[config.mk]
export PLATFORM = sky130hd
export DESIGN_NAME = palette_grid_cell_decoder_unit
export DESIGN_NICKNAME = d
export VERILOG_FILES = /design/src/hw/rtl/pgcd_pkg.sv /design/src/hw/rtl/pgcd_datapath.sv /design/src/hw/rtl/pgcd_ctrl.sv /design/src/hw/rtl/palette_grid_cell_decoder_unit.sv
export VERILOG_INCLUDE_DIRS = /design/src /design/src/hw/rtl
export SDC_FILE = /design/constraint.sdc
export NUM_CORES = 1
export LEC_CHECK = 0
export ABC_AREA = 1
export BUFFER_PORTS_ARGS = -buffer_cell sky130_fd_sc_hd__buf_2
export CAP_MARGIN = 40
export CORE_ASPECT_RATIO = 1.2
export CORE_UTILIZATION = 35
export CTS_CLUSTER_DIAMETER = 60
export DETAILED_ROUTE_END_ITERATION = 10
export PLACE_DENSITY = 0.52
export REMOVE_ABC_BUFFERS = 1
export SYNTH_ARGS = -nofsm -noshare
export SYNTH_HDL_FRONTEND = slang
export SYNTH_SLANG_ARGS = --single-unit
[constraint.sdc]
create_clock -name clock -period 5.3 [get_ports clock]
set_clock_uncertainty 0.15 [all_clocks]
set_input_delay 1.59 -clock clock [delete_from_list [all_inputs] [get_ports clock]]
set_output_delay 1.59 -clock clock [all_outputs]
set_load 0.005 [all_outputs]
[src/hw/rtl/palette_grid_cell_decoder_unit_defines.svh]
// ----------------------------------------------------------------------------
// Palette grid cell decoder assertion macros
// Shared concurrent assertion helpers, clocked on clock and held off in reset.
// ----------------------------------------------------------------------------
`ifndef PALETTE_GRID_CELL_DECODER_UNIT_DEFINES_SVH
`define PALETTE_GRID_CELL_DECODER_UNIT_DEFINES_SVH

// Implication checked at every rising clock edge outside reset.
`define PGCD_ASSERT(label, prop, msg) \
   label: assert property (@(posedge clock) disable iff (reset) (prop)) else $error(msg);

// Condition that must never be true outside reset.
`define PGCD_NEVER(label, cond, msg) \
   `PGCD_ASSERT(label, !(cond), msg)

`endif

[src/hw/rtl/pgcd_pkg.sv]
// ----------------------------------------------------------------------------
// Palette grid cell decoder package
// Payload types, mode and state codes, and format helper functions.
// ----------------------------------------------------------------------------
package pgcd_pkg;

   // Header byte that marks a fill grid.
   localparam logic [7:0] FILL_MARK = 8'd7;
   // Cells in one grid.
   localparam logic [6:0] GRID_CELLS = 7'd64;

   // Item kinds on the request channel.
   localparam logic REQ_HEADER = 1'b0;
   localparam logic REQ_DATA   = 1'b1;

   typedef struct packed {
      logic       req_type;
      logic [7:0] header_low;
      logic [7:0] header_high;
      logic [8:0] grid_number;
      logic       upper_half;
      logic [7:0] record_byte;
   } req_payload_type;

   typedef struct packed {
      logic [15:0] cell_address;
      logic [7:0]  cell_value;
      logic        last;
      logic        grid_done;
   } rsp_payload_type;

   typedef enum logic [2:0] {
      MODE_IDLE = 3'd0,
      MODE_BIT1 = 3'd1,
      MODE_BIT2 = 3'd2,
      MODE_BIT4 = 3'd3,
      MODE_RAW  = 3'd4
   } mode_type;

   // Where the cells of the current burst take their value from.
   typedef enum logic [1:0] {
      SRC_FILL    = 2'd0,
      SRC_RAW     = 2'd1,
      SRC_PALETTE = 2'd2
   } cell_src_type;

   typedef enum logic {
      ST_IDLE = 1'b0,
      ST_EMIT = 1'b1
   } ctl_state_type;

   // Controller to datapath commands.
   typedef struct packed {
      logic load;
      logic step;
   } ctl_cmd_type;

   // Datapath to controller status.
   typedef struct packed {
      logic load_emits;
      logic final_cell;
      logic out_free;
   } dp_status_type;

   // Number of palette bytes that lead a record of the given format.
   function automatic logic [6:0] pal_size(input mode_type mode);
      case (mode)
         MODE_BIT1: pal_size = 7'd2;
         MODE_BIT2: pal_size = 7'd4;
         MODE_BIT4: pal_size = 7'd16;
         default:   pal_size = 7'd0;
      endcase
   endfunction

   // Number of cells packed into one index byte.
   function automatic logic [6:0] cells_per_byte(input mode_type mode);
      case (mode)
         MODE_BIT1: cells_per_byte = 7'd8;
         MODE_BIT2: cells_per_byte = 7'd4;
         MODE_BIT4: cells_per_byte = 7'd2;
         default:   cells_per_byte = 7'd1;
      endcase
   endfunction

   // Scattered volume address of cell n of a grid.
   function automatic logic [15:0] cell_addr(input logic half, input logic [8:0] grid,
                                             input logic [5:0] n);
      cell_addr = {half, grid[4:0], n[1:0], grid[8:7], n[5:4], grid[6:5], n[3:2]};
   endfunction

endpackage

[src/hw/rtl/pgcd_datapath.sv]
// ----------------------------------------------------------------------------
// Palette grid cell decoder datapath
// Grid state, palette store, cell counters and the result output register.
// ----------------------------------------------------------------------------
`include "palette_grid_cell_decoder_unit_defines.svh"

module pgcd_datapath (
   input  logic                     clock,
   input  logic                     reset,
   input  pgcd_pkg::req_payload_type req_payload,
   input  pgcd_pkg::ctl_cmd_type     cmd,
   output pgcd_pkg::dp_status_type   status,
   output logic                     rsp_valid,
   input  logic                     rsp_ready,
   output pgcd_pkg::rsp_payload_type rsp_payload
);

   pgcd_pkg::mode_type      mode_ff, mode_in;
   pgcd_pkg::cell_src_type  src_ff, src_in;
   logic [6:0]              rbc_ff, rbc_in;
   logic [6:0]              cc_ff, cc_in;
   logic [6:0]              left_ff, left_in;
   logic [8:0]              base_ff, base_in;
   logic                    half_ff, half_in;
   logic [7:0]              shift_ff, shift_in;
   logic                    rsp_valid_ff, rsp_valid_in;
   pgcd_pkg::rsp_payload_type rsp_data_ff, rsp_data_in;
   logic [7:0]              palette_ff [16];
   logic [7:0]              pal_rd_ff;
   logic                    pal_we;
   logic [3:0]              pal_idx_in;
   logic [7:0]              cell_value;
   logic                    out_free;
   logic                    load_emits;

   assign out_free = !rsp_valid_ff || rsp_ready;

   // Palette index of the following cell, taken from the low end of the next shift register value.
   always_comb begin
      case (mode_ff)
         pgcd_pkg::MODE_BIT1: pal_idx_in = {3'd0, shift_in[0]};
         pgcd_pkg::MODE_BIT2: pal_idx_in = {2'd0, shift_in[1:0]};
         default:             pal_idx_in = shift_in[3:0];
      endcase
   end

   // Value of the next cell from its source.
   always_comb begin
      case (src_ff)
         pgcd_pkg::SRC_PALETTE: cell_value = pal_rd_ff;
         default:               cell_value = shift_ff;
      endcase
   end

   // Load of an accepted item, or one cell step of the current burst.
   always_comb begin
      mode_in    = mode_ff;
      src_in     = src_ff;
      rbc_in     = rbc_ff;
      cc_in      = cc_ff;
      left_in    = left_ff;
      base_in    = base_ff;
      half_in    = half_ff;
      shift_in   = shift_ff;
      pal_we     = 1'b0;
      load_emits = 1'b0;
      if (req_payload.req_type == pgcd_pkg::REQ_HEADER) begin
         if (req_payload.header_low == pgcd_pkg::FILL_MARK) begin
            load_emits = (req_payload.header_high != 8'd0);
         end
      end else begin
         case (mode_ff)
            pgcd_pkg::MODE_RAW: begin
               load_emits = 1'b1;
            end
            pgcd_pkg::MODE_BIT1, pgcd_pkg::MODE_BIT2, pgcd_pkg::MODE_BIT4: begin
               load_emits = (rbc_ff >= pgcd_pkg::pal_size(mode_ff));
            end
            default: begin
               load_emits = 1'b0;
            end
         endcase
      end

      if (cmd.load) begin
         if (req_payload.req_type == pgcd_pkg::REQ_HEADER) begin
            base_in = req_payload.grid_number;
            half_in = req_payload.upper_half;
            rbc_in  = 7'd0;
            cc_in   = 7'd0;
            if (req_payload.header_low == pgcd_pkg::FILL_MARK) begin
               mode_in  = pgcd_pkg::MODE_IDLE;
               src_in   = pgcd_pkg::SRC_FILL;
               shift_in = req_payload.header_high;
               left_in  = pgcd_pkg::GRID_CELLS;
            end else begin
               mode_in = pgcd_pkg::mode_type'({1'b0, req_payload.header_low[1:0]} + 3'd1);
            end
         end else begin
            case (mode_ff)
               pgcd_pkg::MODE_RAW: begin
                  src_in   = pgcd_pkg::SRC_RAW;
                  shift_in = req_payload.record_byte;
                  left_in  = 7'd1;
                  rbc_in   = rbc_ff + 7'd1;
               end
               pgcd_pkg::MODE_BIT1, pgcd_pkg::MODE_BIT2, pgcd_pkg::MODE_BIT4: begin
                  rbc_in = rbc_ff + 7'd1;
                  if (rbc_ff < pgcd_pkg::pal_size(mode_ff)) begin
                     pal_we = 1'b1;
                  end else begin
                     src_in   = pgcd_pkg::SRC_PALETTE;
                     shift_in = req_payload.record_byte;
                     left_in  = pgcd_pkg::cells_per_byte(mode_ff);
                  end
               end
               default: begin
                  rbc_in = rbc_ff;
               end
            endcase
         end
      end else if (cmd.step) begin
         cc_in   = cc_ff + 7'd1;
         left_in = left_ff - 7'd1;
         case (mode_ff)
            pgcd_pkg::MODE_BIT1: shift_in = {1'b0, shift_ff[7:1]};
            pgcd_pkg::MODE_BIT2: shift_in = {2'b0, shift_ff[7:2]};
            pgcd_pkg::MODE_BIT4: shift_in = {4'b0, shift_ff[7:4]};
            default:             shift_in = shift_ff;
         endcase
         // The grid ends on its 64th cell.
         if (cc_ff == pgcd_pkg::GRID_CELLS - 7'd1) begin
            mode_in = pgcd_pkg::MODE_IDLE;
         end
      end
   end

   // Output register: a new cell moves in when the slot is empty or drained.
   always_comb begin
      rsp_valid_in = rsp_valid_ff && !rsp_ready;
      rsp_data_in  = rsp_data_ff;
      if (cmd.step) begin
         rsp_valid_in             = 1'b1;
         rsp_data_in.cell_address = pgcd_pkg::cell_addr(half_ff, base_ff, cc_ff[5:0]);
         rsp_data_in.cell_value   = cell_value;
         rsp_data_in.last         = (left_ff == 7'd1);
         rsp_data_in.grid_done    = (cc_ff == pgcd_pkg::GRID_CELLS - 7'd1);
      end
   end

   // Control state registers.
   always_ff @(posedge clock) begin
      if (reset) begin
         mode_ff      <= pgcd_pkg::MODE_IDLE;
         rbc_ff       <= 7'd0;
         cc_ff        <= 7'd0;
         left_ff      <= 7'd0;
         base_ff      <= 9'd0;
         half_ff      <= 1'b0;
         rsp_valid_ff <= 1'b0;
      end else begin
         mode_ff      <= mode_in;
         rbc_ff       <= rbc_in;
         cc_ff        <= cc_in;
         left_ff      <= left_in;
         base_ff      <= base_in;
         half_ff      <= half_in;
         rsp_valid_ff <= rsp_valid_in;
      end
   end

   // Payload registers.
   always_ff @(posedge clock) begin
      src_ff      <= src_in;
      shift_ff    <= shift_in;
      rsp_data_ff <= rsp_data_in;
   end

   // Palette store, written in record order before any index is read.
   // The entry for the following cell is registered ahead of its step.
   always_ff @(posedge clock) begin
      if (pal_we) begin
         palette_ff[rbc_ff[3:0]] <= req_payload.record_byte;
      end
      pal_rd_ff <= palette_ff[pal_idx_in];
   end

   assign status.load_emits = load_emits;
   assign status.final_cell = (left_ff == 7'd1);
   assign status.out_free   = out_free;
   assign rsp_valid         = rsp_valid_ff;
   assign rsp_payload       = rsp_data_ff;

   `PGCD_ASSERT(a_step_has_cells, cmd.step |-> (left_ff != 7'd0), "cell step with empty burst")
   `PGCD_ASSERT(a_step_slot_free, cmd.step |-> out_free, "cell step overwrote a pending result")
   `PGCD_ASSERT(a_done_is_last, (rsp_valid_ff && rsp_data_ff.grid_done) |-> rsp_data_ff.last, "grid done without last")
   `PGCD_NEVER(a_count_range, cc_ff > pgcd_pkg::GRID_CELLS, "cell count beyond grid size")

endmodule

[src/hw/rtl/pgcd_ctrl.sv]
// ----------------------------------------------------------------------------
// Palette grid cell decoder controller
// Accepts one item at a time and sequences the cell steps it produces.
// ----------------------------------------------------------------------------
module pgcd_ctrl (
   input  logic                    clock,
   input  logic                    reset,
   input  logic                    req_valid,
   output logic                    req_ready,
   input  pgcd_pkg::dp_status_type status,
   output pgcd_pkg::ctl_cmd_type   cmd
);

   pgcd_pkg::ctl_state_type state_ff, state_in;

   // State register.
   always_ff @(posedge clock) begin
      if (reset) begin
         state_ff <= pgcd_pkg::ST_IDLE;
      end else begin
         state_ff <= state_in;
      end
   end

   // Next state and commands.
   always_comb begin
      state_in  = state_ff;
      req_ready = 1'b0;
      cmd.load  = 1'b0;
      cmd.step  = 1'b0;
      case (state_ff)
         pgcd_pkg::ST_IDLE: begin
            req_ready = 1'b1;
            if (req_valid) begin
               cmd.load = 1'b1;
               if (status.load_emits) begin
                  state_in = pgcd_pkg::ST_EMIT;
               end
            end
         end
         pgcd_pkg::ST_EMIT: begin
            // One cell per cycle whenever the output slot can take it.
            if (status.out_free) begin
               cmd.step = 1'b1;
               if (status.final_cell) begin
                  state_in = pgcd_pkg::ST_IDLE;
               end
            end
         end
         default: begin
            state_in = pgcd_pkg::ST_IDLE;
         end
      endcase
   end

endmodule

[src/hw/rtl/palette_grid_cell_decoder_unit.sv]
// Items are taken only while idle; a data byte is loaded, then its cells follow.
// One cell per cycle through the single output register while it can take it; an index
// byte gives 8, 4 or 2 cells, a raw byte 1 and a nonzero fill header 64, all before the next item.
// Palette bytes and non-filling headers give no cells. Output stalls pause cell steps.
// Reset is synchronous and active high; it clears the controller, counters and output valid.
// The palette store is not cleared and holds stale bytes until rewritten.
// ----------------------------------------------------------------------------
// Palette grid cell decoder unit
// Top level: decodes 4x4x4 palette, raw and fill grids into scattered cell writes.
// ----------------------------------------------------------------------------
module palette_grid_cell_decoder_unit (
   input  logic                      clock,
   input  logic                      reset,
   input  logic                      req_valid,
   output logic                      req_ready,
   input  pgcd_pkg::req_payload_type req_payload,
   output logic                      rsp_valid,
   input  logic                      rsp_ready,
   output pgcd_pkg::rsp_payload_type rsp_payload
);

   pgcd_pkg::ctl_cmd_type   cmd;
   pgcd_pkg::dp_status_type status;

   // Sequencing of item transfers and cell steps.
   pgcd_ctrl u_ctrl (
      .clock     (clock),
      .reset     (reset),
      .req_valid (req_valid),
      .req_ready (req_ready),
      .status    (status),
      .cmd       (cmd)
   );

   // Grid state, palette and result register.
   pgcd_datapath u_datapath (
      .clock       (clock),
      .reset       (reset),
      .req_payload (req_payload),
      .cmd         (cmd),
      .status      (status),
      .rsp_valid   (rsp_valid),
      .rsp_ready   (rsp_ready),
      .rsp_payload (rsp_payload)
   );

endmodule

**After elaboration in Yosys (flattened, before gate mapping)**

Memory sizes are Yosys's and may differ from the RTL's. A register that Yosys moved wholly into a read port is not among the register bits.
Index checks and enable logic that the tools add are counted.

- Bits in registers: 72
- Memory bits (writable): 128
- Input port bits: 39
- Output and inout bits: 28
- Memories kept: 1

Memories:

| name | depth | bits a word | read ports | clocked after Yosys merged registers in | wr ports | RTL line | source |
|---|---|---|---|---|---|---|---|
| u_datapath.palette_ff | 16 | 8 | 1 | 1 | 1 | pgcd_datapath.sv:28 | `logic [7:0] palette_ff [16];` |

- $add $sub $neg: 4
- Magnitude comparators: 2
- Eq/ne operators: 15
- Mux-type cells: 54
- Bitwise logic cells: 2
- Reductions and logical operators: 18

Operators with widths:

| operator | number |
|---|---|
| two-way mux 7 bit | 13 |
| two-way mux 8 bit | 6 |
| case mux 8 bit (3 select lines) | 1 |
| two-way mux 1 bit | 18 |
| case mux 8 bit (2 select lines) | 1 |
| two-way mux 3 bit | 5 |
| case mux 5 bit (3 select lines) | 1 |
| adder 7 x 1 -> 7 bit (second input constant) | 2 |
| case mux 7 bit (2 select lines) | 1 |
| case mux 4 bit (3 select lines) | 1 |
| == test 8 x 3 -> 1 bit (second input constant) | 1 |
| case mux 4 bit (2 select lines) | 1 |
| AND reduction 4 bit | 2 |
| nonzero test 8 bit | 1 |
| == test 7 x 1 -> 1 bit (second input constant) | 1 |
| == test 7 x 6 -> 1 bit (second input constant) | 1 |
| greater-or-equal comparator 7 bit | 1 |
| less-than comparator 7 bit | 1 |
| subtractor 7 x 1 -> 7 bit (second input constant) | 1 |
| == test 3 x 2 -> 1 bit (second input constant) | 2 |
| two-way mux 2 bit | 3 |
| AND reduction 2 bit | 3 |
| nonzero test 2 bit | 3 |
| AND reduction 5 bit | 1 |
| other kinds (20) | 24 |

**Depth between registers and ports, before layout**

Gate-level depths: netlist of the first run.

- Depth after elaboration: 12
- Mapped depth: 20
- Mapped depth without buffers: 19

**By module**

A second synthesis of the first run with hierarchy kept.

- Cells, all modules: 936
- Area, all modules: 9421.5 um^2

By module, submodules not included:

| module | times used | cells an instance | area each (um^2) | sequential area each (um^2) |
|---|---|---|---|---|
| pgcd_datapath | 1 | 926 | 9361.5 | 5745.5 |
| pgcd_ctrl | 1 | 10 | 60.1 | 20.0 |

**Worst setup path before layout of the first run**

Ideal clock, no wire load.

- Kind: input -> register
- From: input port req_payload[26] (netlist bit)
- To: register u_datapath.pal_rd_ff[0], read port of u_datapath.palette_ff
- Arrival time: 3.018 ns
- Data required time: 5.037 ns
- Slack: 2.018 ns
- Cell stages on the path: 13
- Buffers on the path: 1
- Cell sequence: ha_1 > nand3_1 > nor2_2 > buf_2 > a21oi_1 > o21ai_0 > o211ai_1 > inv_1 > nand2_1 > nor2_4 > inv_1 > nand3_1 > nand2_1

- Cells in the longest elaborated chain, start to end: 5

RTL lines:

| element | RTL line | source |
|---|---|---|
| start: declaration | palette_grid_cell_decoder_unit.sv:16 | `input pgcd_pkg::req_payload_type req_payload,` |
| == test 8 x 3 -> 1 bit | pgcd_datapath.sv:91 | `if (req_payload.header_low == pgcd_pkg::FILL_MARK) begin` |
| two-way mux 8 bit | pgcd_datapath.sv:91 |  |
| two-way mux 8 bit | pgcd_datapath.sv:86 | `if (req_payload.req_type == pgcd_pkg::REQ_HEADER) begin` |
| two-way mux 8 bit | pgcd_datapath.sv:85 | `if (cmd.load) begin` |
| case mux 4 bit (2 select lines) | pgcd_datapath.sv:40 | `case (mode_ff)` |
| end: declaration | pgcd_datapath.sv:29 | `logic [7:0] pal_rd_ff;` |

No other way between the ends. The select of a mux whose other input is x is not followed.
A chain may end at the register's enable or synchronous reset.

**Final worst setup path of the first run**

- From: input port req_valid
- To: register u_datapath.pal_rd_ff[7], read port of u_datapath.palette_ff

- Cells in the longest elaborated chain, start to end: 4

RTL lines:

| element | RTL line | source |
|---|---|---|
| start: declaration | palette_grid_cell_decoder_unit.sv:14 | `input logic req_valid,` |
| two-way mux 1 bit | pgcd_ctrl.sv:34 | `if (req_valid) begin` |
| two-way mux 1 bit | pgcd_ctrl.sv:31 | `case (state_ff)` |
| two-way mux 8 bit | pgcd_datapath.sv:85 |  |
| case mux 4 bit (2 select lines) | pgcd_datapath.sv:40 |  |

No other way between the ends.

==> results of run 1 <==
metal layers:
layer	vias to the layer above	GRT usage, %	routed length (um)
met2	153	28.84	11370
met3	47	1.995	880
met5	-	0	0
li1	3320	-	-
met4	0	6.560	777
met1	3186	23.89	10540
worst register-to-register path: cells and delay by family, from the launching register on:
family        cells  cell delay [ns]
fa+ha+maj         1             0.37
simple gates     13             1.80
buf+inv           1             0.59
flops             1             0.46
cell usage in the layout, fill, tap and decap left out, types with 4 or more instances in the layout:
| master | n |
|---|---|
| ha_1 | 11 |
| nand3_2 | 6 |
| nand2_1 | 131 |
| edfxtp_1 | 160 |
| clkbuf_16 | 26 |
| buf_4 | 13 |
| nor2_4 | 6 |
| clkbuf_1 | 4 |
| o21ai_0 | 27 |
| nor3_1 | 8 |
| a21oi_1 | 31 |
| nand3_1 | 150 |
| nand4_1 | 4 |
| buf_2 | 66 |
| nor2_1 | 74 |
| nor3b_1 | 4 |
| nand3b_1 | 48 |
| inv_1 | 131 |
| o21ai_1 | 5 |
| inv_2 | 9 |
| nor4_1 | 4 |
| dfxtp_1 | 48 |
| nand2_2 | 7 |
| o22ai_1 | 8 |
final cells by class:
class	instances	area (sq um)
Multi-Input combinational cell	547	2855
Timing Repair Buffer	82	486.7
Fill cell	2603	15520
Sequential cell	208	5766
Clock inverter	9	62.56
Tap cell	335	419.2
Clock buffer	33	706.9
Inverter	142	535.5
Yosys cell counts (2+ instances only):
library cell / count / area share, %
edfxtp_1: 160 / 51
nand3_1: 150 / 8.0
nand2_1: 132 / 5.3
inv_1: 131 / 5.2
nor2_1: 75 / 3.0
dfxtp_1: 48 / 10
nand3b_1: 48 / 3.8
a21oi_1: 31 / 1.7
o21ai_0: 27 / 1.4
buf_2: 18 / 0.96
ha_1: 11 / 1.5
buf_4: 9 / 0.72
inv_2: 9 / 0.36
nor3_1: 8 / 0.43
o22ai_1: 8 / 0.53
nand2_2: 6 / 0.40
nand3_2: 6 / 0.64
buf_6: 5 / 0.60
clkbuf_1: 5 / 0.20
nor2_4: 5 / 0.60
o21ai_1: 5 / 0.27
nand4_1: 4 / 0.27
nor3b_1: 4 / 0.32
nor4_1: 4 / 0.27
nor2_2: 3 / 0.20
o211ai_1: 3 / 0.24
o21a_1: 3 / 0.24
a211oi_1: 2 / 0.16
a31oi_1: 2 / 0.13
and3_1: 2 / 0.13
registers in the layout (all words and copies together), names as in the netlist:
name,count
u_datapath.src_ff,2
u_datapath.rsp_payload,26
u_ctrl.state_ff,1
u_datapath.mode_ff,3
u_datapath.shift_ff,8
u_datapath.left_ff,7
u_datapath.palette_ff,128
u_datapath.rsp_valid,1
u_datapath.half_ff,1
u_datapath.base_ff,9
u_datapath.rbc_ff,7
u_datapath.pal_rd_ff,8
u_datapath.cc_ff,7
cell families after synthesis:
| family | after synthesis |
|---|---|
| xor gates and xnor gates | 1 |
| and+or+nand+nor | 449 |
| buffers and inverters | 179 |
| AOI/OAI and AO/OA | 86 |
| DFF | 208 |
| adders and majority gates | 11 |
worst max path at each step:
| stage | to | cells after the start |
|---|---|---|
| floorplan | u_datapath.pal_rd_ff[0] | 13 |
| global placement | u_datapath.pal_rd_ff[6] | 15 |
| detailed placement | u_datapath.pal_rd_ff[6] | 13 |
| CTS | u_datapath.pal_rd_ff[6] | 16 |
| global route | u_datapath.pal_rd_ff[7] | 15 |
| finish | u_datapath.pal_rd_ff[7] | 13 |
per-stage QoR:
step | std cells | power [uW] | util (%) | hold slack [ns]
after floorplan | 897 | 2578 | - | 0.2530
final | 1356 | 4533 | 41.11 | 0.2764
after global placement | 1305 | 2968 | 37.84 | 0.2575
after detailed placement | 1314 | 2988 | 38.19 | 0.2625
after CTS | 1356 | 4591 | 41.11 | 0.2763
after global routing | 1356 | 4769 | 41.11 | 0.2867
where the power goes:
group          total, uW  switching, uW  internal, uW
logic               1050            725           322
clock network       1600            657           940
registers           1890           42.9          1850
total               4530           1430          3110
==> metrics.yaml, run 1 <==
post_synth.cell_area_avg_sq_um: 10.04
synth_seq_cells: 208
syn-cell-area_sq_um: 9379
die_area_sq_um: 27460
fin_crit_ns: 3.582
synth_xor_xnor_area_share_pct: 0.09338
yosys_most_used_dff: "edfxtp_1"
critPathCaptureType: "register"
drive_gt1_share_pct: 15.08
finalSetupViolations: 0
rr_worst_depth: 15
rsz0062_at_grt: "false"
timing.critical_path.slowest_stage_cell: "buf_4"
cts_resized: 0
floorplan.initialDensity_pct: 35.59
max_freq_mhz: 279.2
cts_sinks: 208
dr.pass1.iters: 4
drtIter0Drc: 413
antenna_found_initial: 0
rows: 65
grt_pass1_vias: 6551
cp.buffers_inverters: 3
hold_violations: 0
cts_buffer_depth: 3
fin_tns_setup_ns: 0
required_ns: 5.54
critPathKind: "in -> reg"
postRouteWirelength_mm: 23.56
postSynthCellCount: 934
core_sq_um: 26350
grt_max_degree: 65
cpPeakStageDelay_ns: 0.58
drc: 0
whs_path_depth: 0
viasPerCell: 4.945
wl_per_cell_um: 17.38
overflow: 0
htreeDepth: 1
port_buffers: 66
hp-class: "reg -> reg"
vdd_drop_max_v: 0.0002562
hold_start: "u_datapath.base_ff[7]"
grt_pass1_wl_mm: 37.03
dp_slack_ns: 1.191
reg2reg_from: "u_datapath.mode_ff[0]"
synthSimpleGateAreaFrac_pct: 23.67
cts.root.buffer_cell: "clkbuf_16"
synth_enable_flop_cells: 160
worstPathMaxFanout: 64
ioPinCount: 67
die_h_um: 181.3
dpl_cell_area_sq_um: 10060
status: "complete, no violations"
tightest_slew_ns: 0.9356
crit_start: "req_valid"
ant_nets: 0
final-max-slew-violation-count: 0
synth_top_family_by_area: "simple AND/OR/NAND/NOR gates"
rrSetupSlack_ns: 1.82
cap_violations: 0
vias: 6706
powerDensity_nw_per_um2: 418.5
numCtsBuffers: 23
final.setup.worst_slack_ns: 1.718
syn_to_final_growth_pct: 15.49
synth_seq_area_share_pct: 61.47
cp_common_cell: "nand3_1"
clkTransAtPathRegs_ns: 0.06
insertion_delay_ns: 0.51
worstPathCellList: "buf_2 -> nand2_2 -> inv_1 -> nor2_4 -> nand2_1 -> nand2_1 -> nor2_4 -> buf_4 -> nand3_1 -> nand3_1 -> nand3_1 -> nand3_1 -> nand2_1"
nets: 1054
cp.arrival_ns: 3.83
grt_usage_pct: 17.67
fin_crit_sh_pct: 67.58
antenna_cells: 0
async_flop_share_pct: 0
crit_path_start_kind: "input port"
ys_types: 40
reg2reg_to: "u_datapath.pal_rd_ff[7]"
place_congestion: 0.8190
synth-adder-area-share_pct: 1.467
hold_buffers: 0
yosys_warnings: 0
holdPathEnd: "u_datapath.rsp_payload[16]"
slew-limit-headroom_pct: 37.40
cts_tree: "yes"
cp_top_family: "simple AND/OR/NAND/NOR gates"
synth_compound_gate_area_share_pct: 5.109
synth.area.mux_share_pct: 0
post-dp-hpwl_mm: 15.16
fin_area_sq_um: 10830
postCtsSetupBuffers: 0
die_w_um: 151.4
p_leak_uw: 0.004383
(Power assumes the default switching activity.)
==> run 2, diff against run 1 <==
PLACE_DENSITY = 0.54   (was 0.52)
clock period = 3 ns   (was 5.3 ns; I/O delays follow)
==> run 2 against run 1 <==
Compared with the run above:
- first-iteration DRC count shrank 3.9%
- non-clock buffer count grew 36
- sequential power grew 77%
- worst hold slack lost 0.0016 ns
- sequential share of layout area shrank 1.6 points
- critical path depth grew 5
- utilization grew 1.3 points
- largest cell class unchanged
- largest power group unchanged
==> metrics.yaml, run 2 (synthesis results as in run 1) <==
switching_share_pct: 31.29  # -0.15 points
hold_start: "u_datapath.base_ff[3]"
slew-limit-headroom_pct: 53.54  # +16 points
die_h_um: 181.3  # unchanged
layout_commonest_cell: "edfxtp_1"
hold_violations: 0  # unchanged
holdPathEnd: "u_datapath.rsp_payload[23]"
ioPinCount: 67  # unchanged
cap_violations: 0  # unchanged
post-dp-hpwl_mm: 16.54  # +9.1%
cpPeakStageDelay_ns: 0.39  # -0.19 ns
overflow: 0  # unchanged
status: "complete, no violations"
finalSetupViolations: 0  # unchanged
power_frac_comb_pct: 25.8  # +2.7 points
rsz0062_at_grt: "false"
dr.pass1.iters: 5  # +1
dpl_cell_area_sq_um: 10400  # +3.4%
drc: 0  # unchanged
grt_pass1_wl_mm: 38.36  # +3.6%
final.setup.worst_slack_ns: 0.2125  # -1.506 ns
largest_reg_flops: 128  # unchanged
sequentialPowerShare_pct: 41.2  # -0.5 points
grt_max_degree: 56  # -14%
postRouteWirelength_mm: 24.69  # +4.8%
critPathCaptureType: "register"
die_area_sq_um: 27460  # unchanged
numCtsBuffers: 22  # -4.3%
vias: 6864  # +2.4%
fin_area_sq_um: 11160  # +3.1%
p_leak_uw: 0.004571  # +4.3%
tightest_slew_ns: 0.6922  # -0.2434 ns
reg2reg_from: "u_datapath.mode_ff[1]"
ant_nets: 0  # unchanged
layoutNonFillerInstCount: 1389  # +2.4%
grt_usage_pct: 18.54  # +0.87 points
required_ns: 3.24  # -2.30 ns
nFillCells: 2637  # +1.3%
dp.cells: 1349  # +2.7%
crit_path_start_kind: "register"
regArea_sq_um: 5767  # about the same
cts_sinks: 208  # unchanged
port_buffers: 66  # unchanged
die_w_um: 151.4  # unchanged
cp_common_cell: "nand2_1"
timing.critical_path.slowest_stage_cell: "dfxtp_1"
multi_input_area_sq_um: 2873  # +0.61%
fin_crit_ns: 2.788
htreeDepth: 1  # unchanged
rrSetupSlack_ns: 0.21  # -1.61 ns
dp_slack_ns: -0.1334  # -1.325 ns
drtIter0Drc: 397  # -3.9%
final-max-slew-violation-count: 0  # unchanged
fin_crit_sh_pct: 92.92
rr_worst_depth: 18  # +3
hold_buffers: 0  # unchanged
whs_path_depth: 0  # unchanged
cts_tree: "yes"
clkTransAtPathRegs_ns: 0.06  # about the same
hp-class: "reg -> reg"
p_clk_share_pct: 33.0  # -2.2 points
p_int_uw: 5586  # +80%
fin_tns_setup_ns: 0  # unchanged
vdd_drop_max_v: 0.0003953  # +54%
cts_buffer_depth: 3  # unchanged
wl_per_cell_um: 17.78  # +2.3%
max_freq_mhz: 358.7
grt_pass1_vias: 6881  # +5.0%
place_congestion: 0.8100  # -1.1%
syn_to_final_growth_pct: 19.01
insertion_delay_ns: 0.50  # about the same
switchingPower_uw: 2543  # +78%
cp.arrival_ns: 3.03  # -0.80 ns
critPathKind: "reg -> reg"
drive_gt1_share_pct: 17.74  # +2.7 points
core_sq_um: 26350  # unchanged
worstPathCellList: "inv_2 -> nor2_2 -> nand2_2 -> ha_1 -> nand2_1 -> nand2_1 -> nand2_1 -> nand3_2 -> nand2_2 -> nand2_1 -> nand3_4 -> nand2_4 -> buf_12 -> nand2_1 -> nand3_1 -> nand3_1 -> nand3_1 -> nand2_1"
worstPathMaxFanout: 18  # -72%
rows: 65  # unchanged
floorplan.initialDensity_pct: 35.59  # unchanged
antenna_cells: 0  # unchanged
cts.root.buffer_cell: "clkbuf_16"
reg2reg_to: "u_datapath.pal_rd_ff[1]"
powerDensity_nw_per_um2: 728.3  # +74%
viasPerCell: 4.942  # about the same
antenna_found_initial: 0  # unchanged
layout_common_cells: "edfxtp_1, nand3_1, inv_1, nand2_1, nor2_1"
nets: 1089  # +3.3%
run 2: critical path: cells and delay by family (launching register included):
kind | cells | cell delay (ns)
adders and majority gates | 1 | 0.31
buffers and inverters | 2 | 0.24
DFF | 1 | 0.39
and+or+nand+nor | 15 | 1.58
run 2: metal layers:
| metal | vias to the layer above | global-route usage (%) | part of all wire [%] |
|---|---|---|---|
| met5 | - | 0 | 0 |
| met4 | 0 | 8.120 | 3.8 |
| met3 | 55 | 2.677 | 4.4 |
| met2 | 170 | 31.23 | 50 |
| met1 | 3253 | 23.32 | 42 |
| li1 | 3386 | - | - |
run 2: cell type report:
type	count	share of cell area (%)
Timing Repair Buffer	118	7.656
Clock buffer	31	5.795
Sequential cell	208	51.66
Clock inverter	8	0.5941
Inverter	142	4.798
Multi-Input combinational cell	547	25.74
Tap cell	335	3.755
run 2: worst max-delay path by stage:
stage | startpoint | to | slack (ns) | cells past startpoint
2_1_floorplan | req_payload[26] | u_datapath.pal_rd_ff[0] | -3.09 | 13
3_3_place_gp | req_payload[26] | u_datapath.pal_rd_ff[5] | -0.1 | 15
3_5_place_dp | req_payload[26] | u_datapath.pal_rd_ff[5] | -0.13 | 15
4_1_cts | u_datapath.mode_ff[0] | u_datapath.pal_rd_ff[5] | 0.12 | 16
5_1_grt | u_datapath.mode_ff[1] | u_datapath.pal_rd_ff[5] | 0.02 | 18
6_report | u_datapath.mode_ff[1] | u_datapath.pal_rd_ff[1] | 0.21 | 18
run 2: power by group through the flow:
stage          sequential [uW]  combinational [uW]  clock [uW]
3_3_place_gp              3410                2080           0
2_1_floorplan             3370                1190           0
5_1_grt                   3360                2320        2850
3_5_place_dp              3410                2080           0
4_1_cts                   3350                2090        2740
6_report                  3350                2100        2680
run 2: timing repair:
item                                    CTS  global route
endpoints found under the setup margin    0             1
buffers inserted                          0             0
hold endpoints to repair                  0             0
gates resized for setup                   0             5
run 2: metrics by stage:
step                      total power, uW  hold slack (ns)  utilization (%)
after floorplan                      4554           0.2530                -
after global placement               5490           0.2585            39.47
after detailed placement             5487           0.2612            39.47
after CTS                            8178           0.2776            42.18
after global routing                 8528           0.2884            42.36
final                                8130           0.2748            42.36
